==> src/anbs_pkg.sv <==
`timescale 1ns / 1ps
// ----------------------------------------------------------------------------
// anbs_pkg
// Types and constants shared by the Annex B NAL unit splitter modules.
// ----------------------------------------------------------------------------
package anbs_pkg;

	localparam int MAX_RES   = 4;
	localparam int RES_CNT_W = 3;
	localparam int RES_IDX_W = 2;
	localparam int WIN_DEPTH = 3;
	localparam int WIN_CNT_W = 2;
	localparam int CFG_IDX_W = 2;
	localparam int CFG_DATA_W = 5;

	localparam logic [4:0] TYPE_MASK         = 5'h1f;
	localparam logic [4:0] DEFAULT_DROP_TYPE = 5'h09;

	localparam logic [CFG_IDX_W-1:0] REG_DROP_ENABLE = 2'd0;
	localparam logic [CFG_IDX_W-1:0] REG_DROP_TYPE   = 2'd1;

	typedef struct packed {
		logic [7:0] data_byte;
		logic       end_of_stream;
	} item_t;

	typedef struct packed {
		logic [7:0] nal_byte;
		logic       first_of_nal;
		logic       last_of_nal;
		logic [4:0] nal_type;
		logic       last_of_run;
	} result_t;

	typedef struct packed {
		logic [MAX_RES-1:0][7:0] bytes;
		logic [MAX_RES-1:0]      last;
		logic                    first;
		logic [4:0]              nal_type;
		logic [RES_CNT_W-1:0]    count;
	} batch_t;

endpackage

==> src/annexb_nal_unit_splitter.sv <==
`timescale 1ns / 1ps
// ----------------------------------------------------------------------------
// annexb_nal_unit_splitter
// Splits an Annex B byte stream into NAL unit payload bytes with framing marks.
// ----------------------------------------------------------------------------
// The block takes one stream byte per cycle while item_ready is high and returns
// NAL unit payload bytes without start codes through the item_s1 register and
// the result register. Up to three payload bytes are held back so that the
// byte before the next start code can be marked last; a byte can thus release
// zero to four results, handed out one per cycle while result_ready is high.
// Items are accepted every cycle while each releases at most one result that is
// taken at once; else the input is held until the last result is taken. Units
// whose type equals drop_type are removed whole while drop_enable is set, and
// the registers may only be written while the block is idle.
module annexb_nal_unit_splitter (
	input  logic                            clk,
	input  logic                            arst_n,
	input  logic                            item_valid,
	output logic                            item_ready,
	input  anbs_pkg::item_t                 item,
	output logic                            result_valid,
	input  logic                            result_ready,
	output anbs_pkg::result_t               result,
	input  logic                            cfg_valid,
	output logic                            cfg_ready,
	input  logic [anbs_pkg::CFG_IDX_W-1:0]  cfg_index,
	input  logic [anbs_pkg::CFG_DATA_W-1:0] cfg_data
);

	anbs_pkg::item_t  item_s1;
	logic             valid_s1;
	logic             load_ready;
	logic             take;
	anbs_pkg::batch_t batch;

	assign take       = valid_s1 && load_ready;
	assign item_ready = !valid_s1 || take;
	assign cfg_ready  = 1'b1;

	always_ff @(posedge clk) begin
		if (item_valid && item_ready) begin
			item_s1 <= item;
		end
	end

	always_ff @(posedge clk or negedge arst_n) begin
		if (!arst_n) begin
			valid_s1 <= 1'b0;
		end else if (item_ready) begin
			valid_s1 <= item_valid;
		end
	end

	anbs_framer u_framer (
		.clk       (clk),
		.arst_n    (arst_n),
		.go        (take),
		.item      (item_s1),
		.cfg_valid (cfg_valid),
		.cfg_index (cfg_index),
		.cfg_data  (cfg_data),
		.batch     (batch)
	);

	anbs_out_buf u_out_buf (
		.clk          (clk),
		.arst_n       (arst_n),
		.load_valid   (valid_s1),
		.load_batch   (batch),
		.load_ready   (load_ready),
		.result_valid (result_valid),
		.result_ready (result_ready),
		.result       (result)
	);

endmodule

==> src/anbs_framer.sv <==
`timescale 1ns / 1ps
// ----------------------------------------------------------------------------
// anbs_framer
// Start code search, byte window and drop control; turns one item into a
// batch of up to four payload bytes and holds the configuration registers.
// ----------------------------------------------------------------------------
module anbs_framer (
	input  logic                            clk,
	input  logic                            arst_n,
	input  logic                            go,
	input  anbs_pkg::item_t                 item,
	input  logic                            cfg_valid,
	input  logic [anbs_pkg::CFG_IDX_W-1:0]  cfg_index,
	input  logic [anbs_pkg::CFG_DATA_W-1:0] cfg_data,
	output anbs_pkg::batch_t                batch
);

	logic [anbs_pkg::WIN_DEPTH-1:0][7:0] win_q, win_n;
	logic [anbs_pkg::WIN_CNT_W-1:0]      cnt_q, cnt_n;
	logic                                inside_q, inside_n;
	logic                                expect_q, expect_n;
	logic [4:0]                          type_q, type_n;
	logic                                drop_q, drop_n;
	logic                                drop_enable_q;
	logic [4:0]                          drop_type_q;

	logic [anbs_pkg::MAX_RES-1:0][7:0]   cand_byte;
	logic [anbs_pkg::MAX_RES-1:0]        cand_last;
	logic [anbs_pkg::RES_CNT_W-1:0]      ncand;
	logic                                drop_put;
	logic                                z2;
	logic [7:0]                          b;

	always_ff @(posedge clk or negedge arst_n) begin
		if (!arst_n) begin
			drop_enable_q <= 1'b1;
			drop_type_q   <= anbs_pkg::DEFAULT_DROP_TYPE;
		end else if (cfg_valid) begin
			unique case (cfg_index)
				anbs_pkg::REG_DROP_ENABLE: drop_enable_q <= cfg_data[0];
				anbs_pkg::REG_DROP_TYPE:   drop_type_q   <= cfg_data & anbs_pkg::TYPE_MASK;
				default: ;
			endcase
		end
	end

	always_comb begin
		b        = item.data_byte;
		win_n    = win_q;
		cnt_n    = cnt_q;
		inside_n = inside_q;
		expect_n = expect_q;
		type_n   = type_q;
		drop_n   = drop_q;
		cand_byte = '0;
		cand_last = '0;
		ncand    = '0;
		drop_put = drop_q;
		z2 = (cnt_q >= 2'd2) && (win_q[cnt_q - 2'd2] == 8'h00) &&
			(win_q[cnt_q - 2'd1] == 8'h00);

		if (inside_q) begin
			if (z2 && (b == 8'h00 || b == 8'h01)) begin
				if (cnt_q == 2'd3) begin
					cand_byte[0] = win_q[0];
					cand_last[0] = 1'b1;
					ncand        = 3'd1;
				end
				win_n  = '0;
				drop_n = 1'b0;
				if (b == 8'h01) begin
					cnt_n    = 2'd0;
					expect_n = 1'b1;
				end else begin
					inside_n = 1'b0;
					expect_n = 1'b0;
					cnt_n    = 2'd2;
				end
			end else if (cnt_q == 2'd3) begin
				cand_byte[0] = win_q[0];
				ncand        = 3'd1;
				expect_n     = 1'b0;
				win_n        = {b, win_q[2], win_q[1]};
				if (item.end_of_stream) begin
					cand_byte[1] = win_q[1];
					cand_byte[2] = win_q[2];
					cand_byte[3] = b;
					cand_last[3] = 1'b1;
					ncand        = 3'd4;
				end
			end else begin
				if (cnt_q == 2'd0) begin
					type_n = b[4:0] & anbs_pkg::TYPE_MASK;
					drop_n = drop_enable_q && (type_n == drop_type_q);
				end
				win_n[cnt_q] = b;
				cnt_n        = cnt_q + 2'd1;
				drop_put     = drop_n;
				if (item.end_of_stream) begin
					for (int i = 0; i < anbs_pkg::MAX_RES; i++) begin
						if (i < int'(cnt_q)) begin
							cand_byte[i] = win_q[i];
						end else if (i == int'(cnt_q)) begin
							cand_byte[i] = b;
							cand_last[i] = 1'b1;
						end
					end
					ncand = {1'b0, cnt_q} + 3'd1;
				end
			end
		end else begin
			win_n = '0;
			if (z2 && b == 8'h01) begin
				cnt_n    = 2'd0;
				inside_n = 1'b1;
				expect_n = 1'b1;
				drop_n   = 1'b0;
			end else if (cnt_q != 2'd0) begin
				win_n[0] = win_q[cnt_q - 2'd1];
				win_n[1] = b;
				cnt_n    = 2'd2;
			end else begin
				win_n[0] = b;
				cnt_n    = 2'd1;
			end
		end

		if (item.end_of_stream) begin
			win_n    = '0;
			cnt_n    = 2'd0;
			inside_n = 1'b0;
			expect_n = 1'b0;
			drop_n   = 1'b0;
		end

		batch.bytes    = cand_byte;
		batch.last     = cand_last;
		batch.first    = expect_q;
		batch.nal_type = type_n;
		batch.count    = drop_put ? '0 : ncand;
	end

	always_ff @(posedge clk or negedge arst_n) begin
		if (!arst_n) begin
			win_q    <= '0;
			cnt_q    <= '0;
			inside_q <= 1'b0;
			expect_q <= 1'b0;
			type_q   <= '0;
			drop_q   <= 1'b0;
		end else if (go) begin
			win_q    <= win_n;
			cnt_q    <= cnt_n;
			inside_q <= inside_n;
			expect_q <= expect_n;
			type_q   <= type_n;
			drop_q   <= drop_n;
		end
	end

endmodule

==> src/anbs_out_buf.sv <==
`timescale 1ns / 1ps
// ----------------------------------------------------------------------------
// anbs_out_buf
// Result register that holds one batch and hands its bytes out one per handshake.
// ----------------------------------------------------------------------------
module anbs_out_buf (
	input  logic                clk,
	input  logic                arst_n,
	input  logic                load_valid,
	input  anbs_pkg::batch_t    load_batch,
	output logic                load_ready,
	output logic                result_valid,
	input  logic                result_ready,
	output anbs_pkg::result_t   result
);

	anbs_pkg::batch_t                 batch_s2;
	logic [anbs_pkg::RES_CNT_W-1:0]   cnt_s2;
	logic [anbs_pkg::RES_IDX_W-1:0]   idx_q;
	logic                             pop;
	logic                             last_pop;
	logic                             at_end;

	assign result_valid = (cnt_s2 != '0);
	assign pop          = result_valid && result_ready;
	assign at_end       = ({1'b0, idx_q} == cnt_s2 - 3'd1);
	assign last_pop     = pop && at_end;
	assign load_ready   = (cnt_s2 == '0) || last_pop;

	always_ff @(posedge clk) begin
		if (load_valid && load_ready) begin
			batch_s2 <= load_batch;
		end
	end

	always_ff @(posedge clk or negedge arst_n) begin
		if (!arst_n) begin
			cnt_s2 <= '0;
			idx_q  <= '0;
		end else if (load_valid && load_ready) begin
			cnt_s2 <= load_batch.count;
			idx_q  <= '0;
		end else if (last_pop) begin
			cnt_s2 <= '0;
			idx_q  <= '0;
		end else if (pop) begin
			idx_q <= idx_q + 2'd1;
		end
	end

	always_comb begin
		result.nal_byte     = batch_s2.bytes[idx_q];
		result.first_of_nal = batch_s2.first && (idx_q == '0);
		result.last_of_nal  = batch_s2.last[idx_q];
		result.nal_type     = batch_s2.nal_type;
		result.last_of_run  = at_end;
	end

endmodule

==> config.mk <==
export PLATFORM = sky130hd
export DESIGN_NAME = annexb_nal_unit_splitter
export DESIGN_NICKNAME = d
export VERILOG_FILES = /design/src/anbs_pkg.sv /design/src/annexb_nal_unit_splitter.sv /design/src/anbs_framer.sv /design/src/anbs_out_buf.sv
export SDC_FILE = /design/constraint.sdc
export NUM_CORES = 1
export LEC_CHECK = 0
export BUFFER_PORTS_ARGS = -buffer_cell sky130_fd_sc_hd__buf_2
export CORE_MARGIN = 2
export CORE_UTILIZATION = 32
export DETAILED_ROUTE_END_ITERATION = 8
export PLACE_DENSITY = 0.58
export RECOVER_POWER = 50
export SKIP_LAST_GASP = 1
export SYNTH_ARGS = -nofsm -noshare
export SYNTH_HDL_FRONTEND = slang
export SYNTH_SLANG_ARGS = --single-unit
==> constraint.sdc <==
create_clock -name clk -period 3.9 [get_ports clk]
set_clock_uncertainty 0.1 [all_clocks]
set_input_delay 0.78 -clock clk [delete_from_list [all_inputs] [get_ports clk]]
set_output_delay 0.78 -clock clk [all_outputs]
set_load 0.01 [all_outputs]
==> results.cfg <==
[worst_setup_path]
startpoint_type = register
cp.required_ns = 3.93
worstSetupPathType = reg2reg
end_kind = register
crit_fanout = 25
r2r_cells = 11
critical_path_arrival_ns = 3.39

[power_and_ir_drop]
power_density_mw_per_mm2 = 441
ir_worst_vdd_uv = 235
power.leakage_nw = 2.28
finalPower_w = 0.00265

[clock_network]
cts_buffers = 9
insertion_delay_ns = 0.35
clk_pin_slew_worst_paths_ns = 0.06
clockBufferDepth = 2
cts_tree = done
cts-hold-fix-buffers = 0
htreeDepth = 3
clock-sinks = 97
clockRootBuffer = clkbuf_16
post_cts_buffers = 0
ctsResizeCount = 0

[die]
fp.dieW_um = 133
core_area_mm2 = 0.0164
fp.dieH_um = 133
die_area_mm2 = 0.0176
io-pin-count = 40
rows = 47
start_util_pct = 32.3

[drt]
wire_per_inst_um = 19.7
dr_total_vias = 3951
route.met2.wl_um = 6840
drcViolationCount = 0
drt_first_iter_violations = 382
vias_per_cell = 5.44
dr.max_layer_used = met4
wirelength_um = 14300
wirelength_met1_um = 6370
ant_nets = 0
wl_met3_um = 857
first_pass_iters = 5

[hold_path]
holdPathStages = 0
hp-class = reg2reg

[timing]
post-route-min-period_ns = 3.36
finalCritPeriodShare_pct = 86.3
finalSetupTns_ns = 0
worst_pin_slew_ns = 2.58
max_slew_margin_pct = -71.7
fmax_mhz = 297
hold_viol = 0
rsz0062_at_grt = no
setup_viol = 0
drv_slew = 47

[run_status]
violations = max-capacitance violations, max-slew violations
status = finished with violations

[global_routing]
grt_pass1_wl_um = 23300
grt_util_all_layers_pct = 17.2
grt_remaining_overflow = 0
grt_start_max_net_pins = 47
antenna_found_initial = 0
grt_pass1_vias = 4080

[finish]
stdcell_count = 726
insertedDiodeCount = 0
ff_latch_area_mm2 = 0.00269
drive_gt1_share_pct = 21.7
nFillCells = 1656
multi_input_area_mm2 = 0.00232
syn_to_final_growth_pct = 13.5
nNetsFinal = 529

[synth]
synth-async-reset-ratio_pct = 47.4
yosysSeqAreaShare_pct = 50.7
synth_flop_cell = edfxtp_1
synth_nets = 491
syn-cell-area_mm2 = 0.00530
yosysUniqueCellTypes = 67
synth-edff-count = 51
ys_ff_latch = 97
yosys_warnings = 0
syn_avg_cell_area_um2 = 11.4
syn-instance-count = 463

[place]
io_buffers = 38
dp.cells = 710
hpwlAfterDp_um = 10500
gp_congestion = 0.930

[flow_run]
max-cap-violations = 1
[power breakdown]
group          internal, W  switching, W
combinational     0.000205      0.000319
sequential         0.00116     0.0000823
clock             0.000501      0.000384
total              0.00187      0.000785
[critical path, stage by stage (launching register included)]
cell,delay (ns)
dfrtp_1,0.34
inv_1,0.08
ha_1,0.74
mux2i_1,0.15
mux2_2,0.31
nor4b_2,0.17
buf_4,0.16
and4_4,0.19
nor2_2,0.24
nand2_1,0.16
buf_12,0.19
nor3_1,0.29
[metrics by stage]
stage               setup WS [ns]  utilization [%]  cell area (um2)  hold WS (ns)
floorplan                   0.432                -             5300         0.326
global placement            0.688             35.1             5750         0.374
detailed placement          0.612             35.1             5750         0.370
CTS                         0.596             36.9             6050         0.391
global route                0.299             36.6             6010         0.415
finish                      0.536             36.6             6010         0.382
[routing by layer]
layer	vias to the layer above	GRT usage, %
li1	1822	-
met1	1971	23.0
met2	131	27.2
met3	27	4.33
met4	0	5.79
met5	-	0
[cell type report]
class	count	area share, %
Timing Repair Buffer	63	6.02
Clock inverter	6	1.10
Clock buffer	10	3.81
Sequential cell	97	44.7
Inverter	19	1.19
Tap cell	220	4.58
Multi-Input combinational cell	311	38.6
[cell usage in the layout (no fill, tap or decap), types with 11 or more instances in the layout]
cell type   n
nand2_1    32
a22oi_1    17
edfxtp_1   51
dfrtp_1    43
clkbuf_1   18
o21ai_0    20
and3_1     11
a21oi_1    15
buf_2      23
a22o_1     21
inv_1      18
buf_4      21
mux2_2     18
nor2_1     38
[cells in the mapped netlist (all sizes together) (4+ instances only)]
master	number	area share (%)
nand2	33	2.4
inv	19	1.3
buf	20	2.8
nor3	11	1.2
and2	4	0.47
o211ai	8	1.1
o21a	6	0.85
edfxtp	51	29
nand3b	8	1.1
clkbuf	16	1.2
nand3	8	0.85
a22o	21	3.5
nor4	9	1.7
mux4	9	3.8
xnor2	8	1.3
and3	11	1.3
dfrtp	43	20
mux2i	9	1.7
a22oi	18	2.6
o21ai	25	2.4
a221o	5	0.94
a21oi	15	1.4
nand4	6	1.1
nand2b	4	0.52
mux2	18	3.8
ha	7	1.7
nor2	39	3.0
[state kept, by name (all words and copies together) (netlist names), 2 cells and up]
| register | flops |
|---|---|
| u_framer.type_q | 5 |
| u_out_buf.idx_q | 2 |
| item_s1 | 9 |
| u_framer.win_q | 24 |
| u_out_buf.cnt_s2 | 3 |
| u_out_buf.result | 5 |
| u_framer.cnt_q | 2 |
| u_out_buf.batch_s2 | 37 |
| u_framer.drop_type_q | 5 |
[worst paths after layout]
| kind | start | endpoint | slack, ns |
|---|---|---|---|
| min | u_framer.expect_q | u_out_buf.batch_s2[8] | 0.38 |
| max reg2reg | u_framer.cnt_q[1] | u_out_buf.batch_s2[44] | 0.54 |
| max | u_framer.cnt_q[1] | u_out_buf.batch_s2[44] | 0.54 |
| min reg2reg | u_framer.expect_q | u_out_buf.batch_s2[8] | 0.38 |
| max in group asynchronous | arst_n | u_framer.win_q[14] | 1.11 |
| min in group asynchronous | arst_n | u_framer.type_q[0] | 1.13 |
[logic make-up (layout without fill, tap and decap cells)]
| kind of cell | Yosys count | count (layout) | share of synthesized area [%] |
|---|---|---|---|
| multiplexers | 36 | 36 | 9.35 |
| buffers and inverters | 55 | 98 | 5.31 |
| adder cells (fa/ha/maj) | 7 | 7 | 1.65 |
| XOR/XNOR | 9 | 9 | 1.49 |
| AND/OR/NAND/NOR | 140 | 140 | 14.8 |
| AO/OA/AOI/OAI | 118 | 118 | 16.6 |
| other | 1 | 1 | 0.0708 |
| flip-flops | 97 | 97 | 50.7 |
Power figures use the tool's default switching activity.
